<file path="config.mk">
export PLATFORM = sky130hd
export DESIGN_NAME = brb_queue
export DESIGN_NICKNAME = d
export VERILOG_FILES = /design/src/rtl/core/brb_pkg.sv /design/src/rtl/core/brb_queue.sv
export SDC_FILE = /design/constraint.sdc
export NUM_CORES = 1
export LEC_CHECK = 0
export ABC_CLOCK_PERIOD_IN_PS = 4700
export BUFFER_PORTS_ARGS = -buffer_cell sky130_fd_sc_hd__buf_2
export CORE_MARGIN = 2
export CORE_UTILIZATION = 47
export CTS_CLUSTER_DIAMETER = 50
export CTS_CLUSTER_SIZE = 40
export DETAILED_ROUTE_END_ITERATION = 7
export PLACE_DENSITY = 0.84
export SYNTH_ARGS = -nofsm -noshare
export SYNTH_HDL_FRONTEND = slang
export SYNTH_SLANG_ARGS = --single-unit
</file>
<file path="constraint.sdc">
create_clock -name clk_i -period 4.7 [get_ports clk_i]
set_input_delay 1.175 -clock clk_i [delete_from_list [all_inputs] [get_ports clk_i]]
set_output_delay 1.175 -clock clk_i [all_outputs]
set_load 0.02 [all_outputs]
</file>
<file path="src/rtl/core/brb_pkg.sv">
// shared types and constants of the burst byte ring buffer
package brb_pkg;

  // slot count must be a power of two and a multiple of the lane count
  localparam int SLOTS  = 1024;
  localparam int LANES  = 8;
  localparam int PTR_W  = $clog2(SLOTS);
  localparam int LANE_W = $clog2(LANES);
  localparam int ROW_W  = PTR_W - LANE_W;
  localparam int ROWS   = SLOTS / LANES;
  localparam int CNT_W  = 4;
  localparam int FILL_W = 10;
  localparam int QDEPTH = 2;
  localparam int QPTR_W = $clog2(QDEPTH);

  typedef enum logic [1:0] {
    FUNC_WRITE = 2'd0,
    FUNC_READ  = 2'd1,
    FUNC_PEEK  = 2'd2,
    FUNC_NONE  = 2'd3
  } func_e;

  typedef enum logic [1:0] {
    KIND_NONE,
    KIND_WRITE,
    KIND_READ
  } kind_e;

  typedef struct packed {
    kind_e                       kind;
    logic [PTR_W-1:0]            base;
    logic [CNT_W-1:0]            done;
    logic [LANES-1:0][7:0]       data;
    logic [FILL_W-1:0]           fill;
  } cmd_t;

endpackage

</file>
<file path="src/rtl/core/brb_queue.sv">
// short command queue between front and back
module brb_queue (
  input  logic          clk_i,
  input  logic          rst_ni,
  input  logic          push_i,
  input  brb_pkg::cmd_t cmd_i,
  output logic          full_o,
  input  logic          pop_i,
  output logic          valid_o,
  output brb_pkg::cmd_t cmd_o
);
  import brb_pkg::*;

  cmd_t              slot_q [QDEPTH];
  logic [QPTR_W-1:0] wr_q, wr_d, rd_q, rd_d;
  logic [QPTR_W:0]   cnt_q, cnt_d;
  logic              do_push, do_pop;

  always_comb begin
    do_push = push_i && !full_o;
    do_pop  = pop_i && valid_o;
    wr_d    = do_push ? wr_q + QPTR_W'(1) : wr_q;
    rd_d    = do_pop ? rd_q + QPTR_W'(1) : rd_q;
    cnt_d   = cnt_q + (QPTR_W + 1)'(do_push) - (QPTR_W + 1)'(do_pop);
  end

  assign full_o  = (cnt_q == (QPTR_W + 1)'(QDEPTH));
  assign valid_o = (cnt_q != '0);
  assign cmd_o   = slot_q[rd_q];

  always_ff @(posedge clk_i or negedge rst_ni) begin
    if (!rst_ni) begin
      wr_q  <= '0;
      rd_q  <= '0;
      cnt_q <= '0;
    end else begin
      wr_q  <= wr_d;
      rd_q  <= rd_d;
      cnt_q <= cnt_d;
    end
  end

  always_ff @(posedge clk_i) begin
    if (do_push) begin
      slot_q[wr_q] <= cmd_i;
    end
  end

endmodule

</file>
==> results.toml, run 1 <==
[global_route]
grt-ovfl-total = 0
grt_pass1_wl_um = 18200
grt_pass1_vias = 3528
antenna_found_initial = 0
track_usage_pct = 15.1
grt_max_degree = 57

[clocking]
path_clk_slew_ps = 60
cts_setup_buffers = 0
cts_sinks = 184
hold_buffers = 0
tritoncts = "built"
cts_root_buf = "clkbuf_16"
numCtsBuffers = 17
insertion_delay_ps = 420
cts_buffer_depth = 2
cts_resized = 0
htree_num_levels = 4

[setup_path]
arrival_ps = 2370
crit_slowest_cell = "dfrtp_4"
crit_path_max_incr_delay_ps = 1040
path_buf_inv = 2
path_class = "flip-flop to output port"
critPathLaunchType = "flip-flop"
endpoint_kind = "output port"
path_cells = "buf_4 > mux2_4 > buf_2"
path_max_fanout = 50
cp.required_ps = 3520
critPathTopFamily = "flip-flops"

[cells_and_area]
final_util_pct = 58.0
drive_above_1_share_pct = 61.6
fin_nets = 594
design_area_um2 = 8730
final_cell_count_no_fill = 698
antennaDiodeCount = 0
area_delta_synth_final_pct = 22.1

[timing]
setup_viol = 0
rsz0062_at_grt = "false"
relSlewSlack_pct = 35.3
max_freq_ghz = 0.282
worst_hold_slack_ps = 526
drv_slew = 0
period_minus_slack_ps = 3550
setup_ws_ps = 1150
fin_tns_setup_ps = 0
tightest_slew_ps = 971
fin_crit_sh_pct = 75.5
finalHoldViolCount = 0
clock_skew_ps = 5.40

[placed_design]
globalplace.congestion = 0.693
dp_slack_ps = 1530
io_buffers = 185
place_area_um2 = 8190
dp_hpwl_um = 8160
dp.cells = 667

[synth]
syn_area_per_cell_um2 = 24.0
synthAdderAreaFrac_pct = 0.350
syn-cell-area_um2 = 7150
synth-xor-area-share_pct = 0.490
synthCells = 298
synth_simple_gate_area_share_pct = 0.490
synth_compound_area_share_pct = 0
ys_ff_latch = 184
yosysSeqAreaShare_pct = 77.0
netlist-cell-type-count = 16
synth_mux_area_share_pct = 18.9
syn-num-nets = 394
synth_warnings = 0
synth_top_family_by_area = "multiplexers"

[run]
max-cap-violations = 0

[floorplanning]
io_pins = 186
die_x_um = 127
fp.dieArea_um2 = 16200
initial_utilization_pct = 47.5
die_h_um = 127
rows = 45
coreArea_um2 = 15000

[routing]
ant_nets = 0
vias = 3388
drc_errors = 0
wl_um = 12200
drtIter0Drc = 198
firstDrtPassIters = 4
vias_per_cell = 4.85
routedWlPerCell_um = 17.5

[run_status]
status = "completed"

[pwr]
ir_drop_v = 0.000404
power_mw = 5.72
power_density_nw_per_um2 = 655
power_leakage_nw = 3.53

[hold_path]
hp-class = "flip-flop to flip-flop"
## kinds of logic (layout without fill, tap and decap cells)
| family | count (synthesis) | in the layout |
|---|---|---|
| XOR/XNOR | 4 | 4 |
| AND/OR/NAND/NOR | 6 | 6 |
| adder cells (fa/ha/maj) | 2 | 2 |
| flip-flops | 184 | 184 |
| multiplexers | 90 | 90 |
| buffers and inverters | 12 | 224 |
## synthesized netlist by cell type
library cell | number | area [um^2]
nor2_1 | 1 | 3.75
dfrtp_1 | 4 | 100
buf_12 | 9 | 180
xor2_1 | 1 | 8.76
or2_1 | 1 | 6.26
nand2_1 | 1 | 3.75
mux2_4 | 89 | 1340
xnor2_1 | 3 | 26.3
buf_6 | 1 | 11.3
inv_1 | 2 | 7.51
and3_1 | 1 | 6.26
edfxtp_1 | 180 | 5410
mux2_2 | 1 | 11.3
nand2b_1 | 1 | 6.26
ha_1 | 2 | 25.0
and2_4 | 1 | 8.76
## cells in the final DEF, fill, tap and decap left out, drive strengths merged
cell type,instances
clkbuf,17
buf,191
xor2,1
nand2b,1
ha,2
and2,1
or2,1
and3,1
xnor2,3
nor2,1
clkinv,8
nand2,1
bufinv,1
edfxtp,180
inv,3
clkinvlp,4
dfrtp,4
mux2,90
## layer usage
layer	wire length, um	GRT usage, %	part of all wire [%]
met4	254	7.50	2.1
met2	6340	25.4	52
met5	0	0	0
met1	4770	16.9	39
met3	859	5.82	7.0
## worst reg2reg max path: stages, from the launching register on
cell,delay (ps)
dfrtp_1,410
nand2b_1,130
and3_4,730
buf_4,440
## final cells by class
| cell class | instances | area [um^2] |
|---|---|---|
| Timing Repair Buffer | 191 | 983 |
| Tap cell | 188 | 235 |
| Fill cell | 1099 | 6310 |
| Clock buffer | 17 | 425 |
| Clock inverter | 14 | 110 |
| Inverter | 2 | 7.51 |
| Sequential cell | 184 | 5510 |
| Multi-Input combinational cell | 102 | 1460 |
## sequential cells by signal, indices dropped and copies added (netlist names)
signal / cells
rd_q: 1
wr_q: 1
slot_q: 180
cnt_q: 2
## path summary, 6_finish.rpt
kind,startpoint,end,slack (ps),cells after the start
worst max-delay path,rd_q$_DFFE_PN0P_,cmd_o[24],1150,3
worst min-delay path,cnt_q[0]$_DFF_PN0_,cnt_q[0]$_DFF_PN0_,530,1
worst max register to register,cnt_q[1]$_DFF_PN0_,slot_q[1][61]$_DFFE_PP_,2670,3
worst min register to register,cnt_q[0]$_DFF_PN0_,cnt_q[0]$_DFF_PN0_,530,1
max in group asynchronous,rst_ni,rd_q$_DFFE_PN0P_,4000,1
min in group asynchronous,rst_ni,rd_q$_DFFE_PN0P_,550,1
## where the power goes
part | internal, mW | switching [mW] | total (mW)
clock network | 0.718 | 0.568 | 1.29
logic | 0.920 | 1.04 | 1.96
registers | 2.25 | 0.218 | 2.47
total | 3.89 | 1.83 | 5.72
(Power assumes the default switching activity.)
==> run 2, diff against run 1 <==
- ABC_CLOCK_PERIOD_IN_PS: 4700 -> 3400
- CORE_UTILIZATION: 47 -> 53
- PLACE_DENSITY: 0.84 -> 0.89
- clock period: 4.7 -> 3.4 ns (I/O delays scaled with it)
==> results.toml, run 2 (synthesis gave the netlist of run 1 again) <==
[global_route]
antenna_found_initial = 0
grt_max_degree = 92
track_usage_pct = 16.6
grt_pass1_wl_um = 17800
grt-ovfl-total = 0
grt_pass1_vias = 3555

[setup_path]
path_max_fanout = 91
r2r_setup_slack_ps = 1590
endpoint_kind = "output port"
r2r_end = "slot_q[1][35]$_DFFE_PP_"
reg2reg_depth = 3
path_class = "flip-flop to output port"
rr_startpoint = "cnt_q[0]$_DFF_PN0_"
arrival_ps = 1980
critPathLaunchType = "flip-flop"
cp.required_ps = 2550

[timing]
rsz0062_at_grt = "false"
period_minus_slack_ps = 2830
relSlewSlack_pct = 47.9
setup_viol = 0
clock_skew_ps = 6.73
finalHoldViolCount = 0
worst_hold_slack_ps = 228
max_freq_ghz = 0.353
drv_slew = 0
fin_crit_sh_pct = 83.3
tightest_slew_ps = 781
fin_tns_setup_ps = 0

[clocking]
htree_num_levels = 4
cts_root_buf = "clkbuf_16"
cts_setup_buffers = 0
path_clk_slew_ps = 60
cts_sinks = 184
cts_buffer_depth = 2
cts_resized = 0
tritoncts = "built"
hold_buffers = 0
insertion_delay_ps = 410
numCtsBuffers = 17

[floorplanning]
io_pins = 186
die_h_um = 120
fp.dieArea_um2 = 14400
die_x_um = 120
rows = 42
initial_utilization_pct = 54.2
coreArea_um2 = 13200

[routing]
drtIter0Drc = 175
routedWlPerCell_um = 17.2
drc_errors = 0
ant_nets = 0
wl_um = 11800
vias_per_cell = 4.95
vias = 3385
firstDrtPassIters = 4

[run]
max-cap-violations = 0

[cells_and_area]
regMostFlops = "slot_q"
largest_reg_flops = 180
drive_above_1_share_pct = 61.2
antennaDiodeCount = 0
reg_top3 = "slot_q (180), cnt_q (2)"
fin_nets = 592
final_common_cell = "buf_2"
design_area_um2 = 8810
final_cell_mix = "buf_2, edfxtp_1, mux2_4"
area_delta_synth_final_pct = 23.2

[placed_design]
dp_hpwl_um = 7870
io_buffers = 185
place_area_um2 = 8170
globalplace.congestion = 0.714

[pwr]
power_leakage_nw = 3.57
ir_drop_v = 0.000598
power_density_nw_per_um2 = 928

[hold_path]
hp-class = "primary input to async pin"

[run_status]
status = "completed"
[run 2: cell types whose count changed in the layout (fill, tap and decap cells not counted)]
cell,delta
inv_6,-1
clkinv_4,+2
buf_12,+1
bufinv_16,+4
clkinvlp_4,-2
buf_4,-3
clkinv_2,-4
clkbuf_1,+1
[run 2: layer usage]
metal	up-vias	global-route usage (%)	part of all wire, %	wire length (um)
li1	1574	-	-	-
met4	0	6.54	1.5	182
met5	-	0	0	0
met2	128	28.7	52	6120
met3	16	6.23	7.7	903
met1	1667	18.8	39	4550
[run 2: through the flow]
step	utilization (%)	worst slack (ps)	power, mW	cells
finish	66.8	567	8.18	684
global route	66.8	520	8.52	684
CTS	66.8	567	8.27	684
detailed placement	62.0	1020	6.20	653
global placement	62.0	1020	6.11	653
floorplan	-	674	5.59	298
[run 2: area by class of cell]
type | instances | area, um^2
repair buffers | 189 | 981
clock buffers | 18 | 429
well taps | 176 | 220
inverters | 2 | 7.51
fillers | 863 | 4380
clock inverters | 13 | 204
multi-input cells | 102 | 1460
flip-flops and latches | 184 | 5510
[run 2: worst max-delay path by stage]
stage / startpoint / to / slack (ps)
after floorplan: push_i / slot_q[0][0]$_DFFE_PP_ / 670
after global placement: rd_q$_DFFE_PN0P_ / cmd_o[81] / 1020
after detailed placement: rd_q$_DFFE_PN0P_ / cmd_o[81] / 1020
after CTS: rd_q$_DFFE_PN0P_ / cmd_o[81] / 570
after global routing: rd_q$_DFFE_PN0P_ / cmd_o[81] / 520
final: rd_q$_DFFE_PN0P_ / cmd_o[51] / 570
[run 2: critical path: stages (launching register included)]
cell	delay (ps)
dfrtp_4	410
buf_12	430
mux2_4	360
buf_2	160
[run 2: where the power goes]
part | internal, mW | total [mW] | switching, mW | leakage (nW)
Combinational | 1.27 | 2.87 | 1.60 | 1.55
Sequential | 3.11 | 3.25 | 0.137 | 1.72
Clock | 1.30 | 2.06 | 0.766 | 0.301
