**config.mk**
```make
export PLATFORM = sky130hd
export DESIGN_NAME = brb_front
export DESIGN_NICKNAME = d
export VERILOG_FILES = /design/src/rtl/core/brb_pkg.sv /design/src/rtl/core/brb_front.sv
export SDC_FILE = /design/constraint.sdc
export NUM_CORES = 1
export LEC_CHECK = 0
export BUFFER_PORTS_ARGS = -buffer_cell sky130_fd_sc_hd__buf_2
export CORE_UTILIZATION = 52
export CTS_CLUSTER_SIZE = 30
export DETAILED_ROUTE_END_ITERATION = 16
export PLACE_DENSITY = 0.88
export SYNTH_ARGS = -nofsm -noshare
export SYNTH_HDL_FRONTEND = slang
export SYNTH_SLANG_ARGS = --single-unit
```
**constraint.sdc**
```tcl
create_clock -name clk_i -period 12 [get_ports clk_i]
set_input_delay 1.8 -clock clk_i [delete_from_list [all_inputs] [get_ports clk_i]]
set_output_delay 1.8 -clock clk_i [all_outputs]
set_load 0.1 [all_outputs]
```
**src/rtl/core/brb_pkg.sv**
```systemverilog
// shared types and constants of the burst byte ring buffer
package brb_pkg;

  // slot count must be a power of two and a multiple of the lane count
  localparam int SLOTS  = 1024;
  localparam int LANES  = 8;
  localparam int PTR_W  = $clog2(SLOTS);
  localparam int LANE_W = $clog2(LANES);
  localparam int ROW_W  = PTR_W - LANE_W;
  localparam int ROWS   = SLOTS / LANES;
  localparam int CNT_W  = 4;
  localparam int FILL_W = 10;
  localparam int QDEPTH = 2;
  localparam int QPTR_W = $clog2(QDEPTH);

  typedef enum logic [1:0] {
    FUNC_WRITE = 2'd0,
    FUNC_READ  = 2'd1,
    FUNC_PEEK  = 2'd2,
    FUNC_NONE  = 2'd3
  } func_e;

  typedef enum logic [1:0] {
    KIND_NONE,
    KIND_WRITE,
    KIND_READ
  } kind_e;

  typedef struct packed {
    kind_e                       kind;
    logic [PTR_W-1:0]            base;
    logic [CNT_W-1:0]            done;
    logic [LANES-1:0][7:0]       data;
    logic [FILL_W-1:0]           fill;
  } cmd_t;

endpackage

```
**src/rtl/core/brb_front.sv**
```systemverilog
// front end: owns the positions, clamps each request and builds a command
module brb_front (
  input  logic                               clk_i,
  input  logic                               rst_ni,
  input  logic                               accept_i,
  input  logic [1:0]                         func_i,
  input  logic [brb_pkg::CNT_W-1:0]          count_i,
  input  logic [brb_pkg::LANES-1:0][7:0]     data_i,
  output brb_pkg::cmd_t                      cmd_o
);
  import brb_pkg::*;

  logic [PTR_W-1:0] wp_q, wp_d, rp_q, rp_d;
  logic [PTR_W-1:0] used, room, level;
  logic [CNT_W-1:0] req, done;
  kind_e            kind;

  always_comb begin
    used = wp_q - rp_q;
    room = PTR_W'(SLOTS - 1) - used;
    req  = (count_i > CNT_W'(LANES)) ? CNT_W'(LANES) : count_i;
    done = '0;
    kind = KIND_NONE;
    wp_d = wp_q;
    rp_d = rp_q;
    level = used;
    case (func_i)
      FUNC_WRITE: begin
        kind  = KIND_WRITE;
        done  = (PTR_W'(req) < room) ? req : CNT_W'(room);
        wp_d  = wp_q + PTR_W'(done);
        level = used + PTR_W'(done);
      end
      FUNC_READ: begin
        kind  = KIND_READ;
        done  = (PTR_W'(req) < used) ? req : CNT_W'(used);
        rp_d  = rp_q + PTR_W'(done);
        level = used - PTR_W'(done);
      end
      FUNC_PEEK: begin
        kind = KIND_READ;
        done = (PTR_W'(req) < used) ? req : CNT_W'(used);
      end
      default: begin
        kind = KIND_NONE;
      end
    endcase
    cmd_o.kind = kind;
    cmd_o.base = (kind == KIND_WRITE) ? wp_q : rp_q;
    cmd_o.done = done;
    cmd_o.data = data_i;
    cmd_o.fill = FILL_W'(level);
  end

  always_ff @(posedge clk_i or negedge rst_ni) begin
    if (!rst_ni) begin
      wp_q <= '0;
      rp_q <= '0;
    end else if (accept_i) begin
      wp_q <= wp_d;
      rp_q <= rp_d;
    end
  end

endmodule

```
==> impl_metrics.json, run 1 <==
{
  "crit_path_max_fanout": 13,
  "synthFlopType": "dfrtp_1",
  "dpl_cell_area_um2": 3180,
  "htree_levels": 1,
  "min_period_ns": 8.55,
  "tns_ns": 0,
  "skew_ns": 0.00504,
  "avgSynthCellArea_um2": 7.89,
  "dieArea_um2": 6960,
  "core_um2": 6390,
  "outcome": "finished, final reports clean",
  "syn-cell-area_um2": 3450,
  "pin_count": 163,
  "finalHoldViolations": 0,
  "worstHoldPathCells": 1,
  "synth_cells": 437,
  "min_from": "rp_q[7]",
  "ys_seq_area_frac": 0.145,
  "ys.warnings.count": 0,
  "reg2reg_depth": 20,
  "cts-resized-gates": 0,
  "multi_input_area_um2": 2300,
  "met2_usage": 0.379,
  "cts_buffers": 3,
  "grt_pass1_vias": 2798,
  "netlist_top_cells_count": "65 x buf_4, 35 x ha_1, 31 x nand2_1, 31 x o21ai_0, 28 x inv_1",
  "hold_end": "rp_q[7]",
  "worstHoldPathType": "register to register",
  "hpwl_mm": 6.36,
  "drt_pass1_iterations": 4,
  "antenna_cells": 0,
  "io_buffer_count": 34,
  "cts_hold_buf": 0,
  "num_vias": 2910,
  "endpoint_kind": "output port",
  "fin_area_um2": 3250,
  "netlist_top_cells_area": "dfrtp_1 15%, buf_4 14%, ha_1 13%, o21ai_0 4.5%, xnor2_1 4.1%",
  "yosys.cell_count.top_type": "buf_4",
  "grt_busiest_layer": "met2",
  "cts.sinks": 20,
  "fin_util": 0.509,
  "fp.dieW_um": 83.4,
  "cts_root_buf": "clkbuf_8",
  "cp-start-kind": "input pin",
  "grtUsageTotal": 0.225,
  "synth_top_area_share": 0.145,
  "use_met1": 0.278,
  "synth_top_area_cell": "dfrtp_1",
  "grt_pass1_wl_mm": 13.1,
  "cts_buffer_depth": 2,
  "ys_async_sr_fraction": 1.00,
  "fin_nets": 511,
  "maxCapViolCount": 0,
  "detail-route-antenna-nets": 0,
  "netlist-cell-type-count": 61,
  "drive_gt1_frac": 0.163,
  "fmax_mhz": 117,
  "clk_pin_slew_ns": 0.08,
  "post_cts_buffers": 0,
  "drt_iter0_markers": 184,
  "final-seq-area_um2": 500,
  "setup_viol": 0,
  "gr-total-overflow": 0,
  "crit_arrival_ns": 6.75,
  "gp_congestion": 0.929,
  "antenna_found_initial": 0,
  "clock_latency_ns": 0.26,
  "hold_slack_ns": 0.473,
  "slew_headroom": 0.293,
  "drv_slew": 0,
  "drc": 0,
  "worstSetupPathType": "input pin to output port",
  "tightestPinTransition_ns": 1.06,
  "die_h_um": 83.4,
  "rsz0062_at_grt": "no",
  "post-route-period-util": 0.712,
  "cts_tree": "yes",
  "r2r-end": "rp_q[7]",
  "detail_route.wl_per_cell_um": 16.6,
  "synth-edff-count": 0,
  "ys_ff_latch": 20,
  "start_util": 0.540,
  "grt_max_degree": 31,
  "area.growth.synth_to_final_pct": -5.63,
  "rows": 29,
  "nFillCells": 597,
  "reg2reg_from": "wp_q[0]",
  "avgViaCountPerCell": 6.11,
  "met3_usage": 0.0338,
  "critPathRequiredTime_ns": 10.20,
  "synth_fp_nets": 548,
  "r2r_setup_slack_ns": 7.20,
  "drt_wl_total_mm": 7.91
}
==> final cells by class <==
| cell class | instances | area share |
|---|---|---|
| inverters | 30 | 0.0346 |
| well taps | 77 | 0.0296 |
| clock buffers | 3 | 0.0127 |
| multi-input cells | 311 | 0.708 |
| flip-flops and latches | 20 | 0.154 |
| repair buffers | 34 | 0.0523 |
| clock inverters | 1 | 0.00923 |
==> placed cells by master, fill, tap and decap left out, drive strengths merged, types with 10 or more instances in the layout <==
| cell | count |
|---|---|
| nor3 | 11 |
| xor2 | 10 |
| ha | 35 |
| buf | 34 |
| dfrtp | 20 |
| nand2 | 32 |
| xnor2 | 17 |
| nand3 | 11 |
| nor2 | 26 |
| a21oi | 26 |
| o21ai | 35 |
| inv | 30 |
==> metrics by stage <==
step | setup WS, ns | std cells
after floorplan | 2.78 | 437
after global placement | 3.74 | 472
after detailed placement | 3.54 | 472
after CTS | 3.50 | 476
after global routing | 2.95 | 476
final | 3.45 | 476
==> metal layers <==
metal  wire length, um  share of wire  vias to the layer above
li1                  -              -                     1396
met1              3340           0.42                     1362
met2              3700           0.47                      119
met3               535          0.068                       33
met4               328          0.041                        0
met5                 0              0                        -
==> sequential cells by signal (all words and copies together) (netlist names) <==
register and count:
rp_q 10, wp_q 10
==> worst max-delay path by stage <==
stage	startpoint	endpoint	cells past startpoint
2_1_floorplan	count_i[3]	cmd_o[8]	22
3_3_place_gp	count_i[3]	cmd_o[9]	23
3_5_place_dp	count_i[3]	cmd_o[9]	23
4_1_cts	count_i[3]	cmd_o[9]	23
5_1_grt	count_i[3]	cmd_o[9]	23
6_report	count_i[3]	cmd_o[9]	23
==> worst max-delay path, cell delays in order <==
cell,delay (ns)
buf_2,0.18
nor2b_1,0.34
ha_1,0.24
o21ai_0,0.08
a31oi_1,0.15
o21a_1,0.14
o211a_1,0.17
and4_4,0.27
nand2_2,0.15
a21oi_1,0.44
xnor2_1,0.13
mux2i_1,0.25
ha_1,0.27
nor2b_1,0.12
o21ai_0,0.24
a21oi_1,0.14
o21ai_0,0.23
a21oi_1,0.14
a31oi_1,0.26
a2111oi_0,0.11
a311o_1,0.31
xor2_1,0.13
buf_2,0.44
==> cells by family (layout without fill, tap and decap cells) <==
group	after synthesis	in the layout	share of synthesized area
muxes	15	15	0.0468
buffers and inverters	106	68	0.187
adders and majority gates	39	39	0.147
and+or+nand+nor	118	118	0.182
xor gates and xnor gates	27	27	0.0741
DFF	20	20	0.145
AOI/OAI and AO/OA	112	112	0.218
Power of run 1 is left out: the tool's default activity adds up to more than one toggle a clock period on the data nets, which glitch-free logic cannot reach.
==> inputs of run 2 (changes only) <==
--- a/config.mk
+++ b/config.mk
@@ -5,11 +5,12 @@
 export SDC_FILE = /design/constraint.sdc
 export NUM_CORES = 1
 export LEC_CHECK = 0
+export ABC_AREA = 1
 export BUFFER_PORTS_ARGS = -buffer_cell sky130_fd_sc_hd__buf_2
-export CORE_UTILIZATION = 52
+export CORE_UTILIZATION = 48
 export CTS_CLUSTER_SIZE = 30
 export DETAILED_ROUTE_END_ITERATION = 16
-export PLACE_DENSITY = 0.88
+export PLACE_DENSITY = 0.83
 export SYNTH_ARGS = -nofsm -noshare
 export SYNTH_HDL_FRONTEND = slang
 export SYNTH_SLANG_ARGS = --single-unit
==> constraint.sdc (replaced) <==
create_clock -name clk_i -period 8.83 [get_ports clk_i]
set_input_delay 1.3245 -clock clk_i [delete_from_list [all_inputs] [get_ports clk_i]]
set_output_delay 1.3245 -clock clk_i [all_outputs]
set_load 0.1 [all_outputs]
==> run 2 against run 1 <==
Net effect: sequential share of layout area up 0.48 points; utilization down 2.4 points; synthesized cell count up 17%; final area down 3.0%; global-route usage down 1.8 points; cell count up 17%; synthesized area down 3.8%; wire length down 9.2%; die area up 4.1%; critical endpoint unchanged.
==> impl_metrics.json, run 2 <==
{
  "critPathRequiredTime_ns": 7.51,
  "skew_ns": 0.00188,
  "setup_viol": 0,
  "gr-total-overflow": 0,
  "tns_ns": 0,
  "cts_buffers": 3,
  "synthFlopType": "dfrtp_1",
  "grtUsageTotal": 0.207,
  "drt_pass1_iterations": 5,
  "worst_path_most_repeated_cell": "nand2_1",
  "crit_path_max_fanout": 7,
  "start_util": 0.510,
  "die_h_um": 85.1,
  "io_buffer_count": 34,
  "final_common_cell": "nand2_1",
  "cp-start-kind": "register",
  "r2r_setup_slack_ns": 4.06,
  "drc": 0,
  "area.growth.synth_to_final_pct": -4.87,
  "cts_root_buf": "clkbuf_8",
  "netlist-cell-type-count": 37,
  "fp.dieW_um": 85.1,
  "path_buf_inv": 7,
  "synth-edff-count": 0,
  "post-route-period-util": 0.813,
  "fin_nets": 592,
  "finalHoldViolations": 0,
  "reg_top3": "rp_q: 10 flops, wp_q: 10 flops",
  "drive_gt1_frac": 0.158,
  "num_vias": 2992,
  "endpoint_kind": "output port",
  "avgViaCountPerCell": 5.37,
  "drt_iter0_markers": 162,
  "synth_top_area_cell": "dfrtp_1",
  "worstHoldPathType": "register to register",
  "core_um2": 6490,
  "ys.warnings.count": 0,
  "synth_fp_nets": 622,
  "rows": 29,
  "grt_pass1_wl_mm": 12.4,
  "cts_tree": "yes",
  "clk_pin_slew_ns": 0.08,
  "htree_levels": 1,
  "reg2reg_from": "wp_q[0]",
  "slowest_stage": "xor2_1",
  "netlist_top_cells_area": "dfrtp_1 15%, nand2_1 15%, buf_4 14%, ha_1 13%, inv_1 8.2%",
  "netlist_top_cells_count": "130 x nand2_1, 72 x inv_1, 64 x buf_4, 35 x ha_1, 30 x o21ai_0",
  "crit_family": "simple AND/OR/NAND/NOR gates",
  "r2r-end": "rp_q[9]",
  "syn-cell-area_um2": 3320,
  "antenna_found_initial": 0,
  "min_period_ns": 7.17,
  "pin_count": 163,
  "dieArea_um2": 7240,
  "drv_slew": 0,
  "cts-resized-gates": 0,
  "reg2reg_depth": 22,
  "tightestPinTransition_ns": 0.878,
  "slew_headroom": 0.415,
  "grt_pass1_vias": 2872,
  "drt_wl_total_mm": 7.18,
  "cts_hold_buf": 0,
  "rsz0062_at_grt": "no",
  "avgSynthCellArea_um2": 6.49,
  "min_from": "rp_q[9]",
  "grt_max_degree": 28,
  "yosys.cell_count.top_type": "nand2_1",
  "crit_arrival_ns": 5.85,
  "cts.sinks": 20,
  "antenna_cells": 0,
  "synth_cells": 511,
  "maxCapViolCount": 0,
  "hold_end": "rp_q[9]",
  "cts_buffer_depth": 2,
  "post_cts_buffers": 0,
  "final_cell_mix": "130 x nand2_1, 72 x inv_1, 35 x ha_1, 34 x buf_2, 30 x o21ai_0",
  "gp_congestion": 0.925,
  "detail_route.wl_per_cell_um": 12.9,
  "synth_top_area_share": 0.151,
  "hpwl_mm": 6.08,
  "worstHoldPathCells": 1,
  "ys_seq_area_frac": 0.151,
  "max_stage_delay_ns": 0.56,
  "detail-route-antenna-nets": 0,
  "ys_async_sr_fraction": 1.00,
  "clock_latency_ns": 0.26,
  "worstSetupPathType": "register to output port",
  "fmax_mhz": 139,
  "ys_ff_latch": 20,
  "outcome": "finished, final reports clean"
}
==> run 2: routing by layer <==
| layer | up-vias | global-route usage | part of all wire |
|---|---|---|---|
| met5 | - | 0 | 0 |
| met4 | 0 | 0.102 | 0.030 |
| met3 | 32 | 0.0214 | 0.060 |
| met2 | 103 | 0.363 | 0.48 |
| met1 | 1378 | 0.253 | 0.43 |
| li1 | 1479 | - | - |
==> run 2: kinds of logic after synthesis <==
group | count (synthesis) | share of synthesized area
buffers and inverters | 150 | 0.242
DFF | 20 | 0.151
adders and majority gates | 38 | 0.150
and+or+nand+nor | 223 | 0.307
xor gates and xnor gates | 16 | 0.0423
AOI/OAI and AO/OA | 63 | 0.104
muxes | 1 | 0.00302
==> run 2: area by class of cell <==
class | instances | area (um2)
clock buffer | 3 | 41.3
sequential | 20 | 500
clock inverter | 1 | 30.0
tap | 77 | 96.3
multi-input combinational | 341 | 2010
timing repair buffer | 34 | 170
fill | 644 | 3340
inverter | 81 | 304
==> run 2: worst max-delay path by stage <==
stage | from | to | slack [ns] | cells after the start
6_report | wp_q[0] | cmd_o[9] | 1.66 | 35
5_1_grt | rp_q[2] | cmd_o[8] | 1.03 | 32
4_1_cts | wp_q[0] | cmd_o[9] | 1.67 | 35
3_5_place_dp | count_i[3] | cmd_o[9] | 1.90 | 35
3_3_place_gp | count_i[3] | cmd_o[8] | 1.99 | 33
2_1_floorplan | count_i[3] | cmd_o[3] | 1.71 | 22
==> run 2: stage by stage <==
stage	std cells	setup WS, ns	area, um2	util	hold WS, ns
2_1_floorplan	511	1.71	3320	-	0.481
3_3_place_gp	553	1.99	3080	0.475	0.508
3_5_place_dp	553	1.90	3080	0.475	0.511
4_1_cts	557	1.67	3150	0.486	0.535
5_1_grt	557	1.03	3150	0.486	0.575
6_report	557	1.66	3150	0.486	0.530
==> run 2: worst reg2reg max path: cells and delay by family (launching register included) <==
family | cells | cell delay, ns
buffers and inverters | 4 | 0.44
DFF | 1 | 0.40
xor gates and xnor gates | 2 | 0.54
AOI/OAI and AO/OA | 7 | 1.42
and+or+nand+nor | 5 | 0.60
adders and majority gates | 4 | 1.29
Power of run 2 is left out for the same reason.
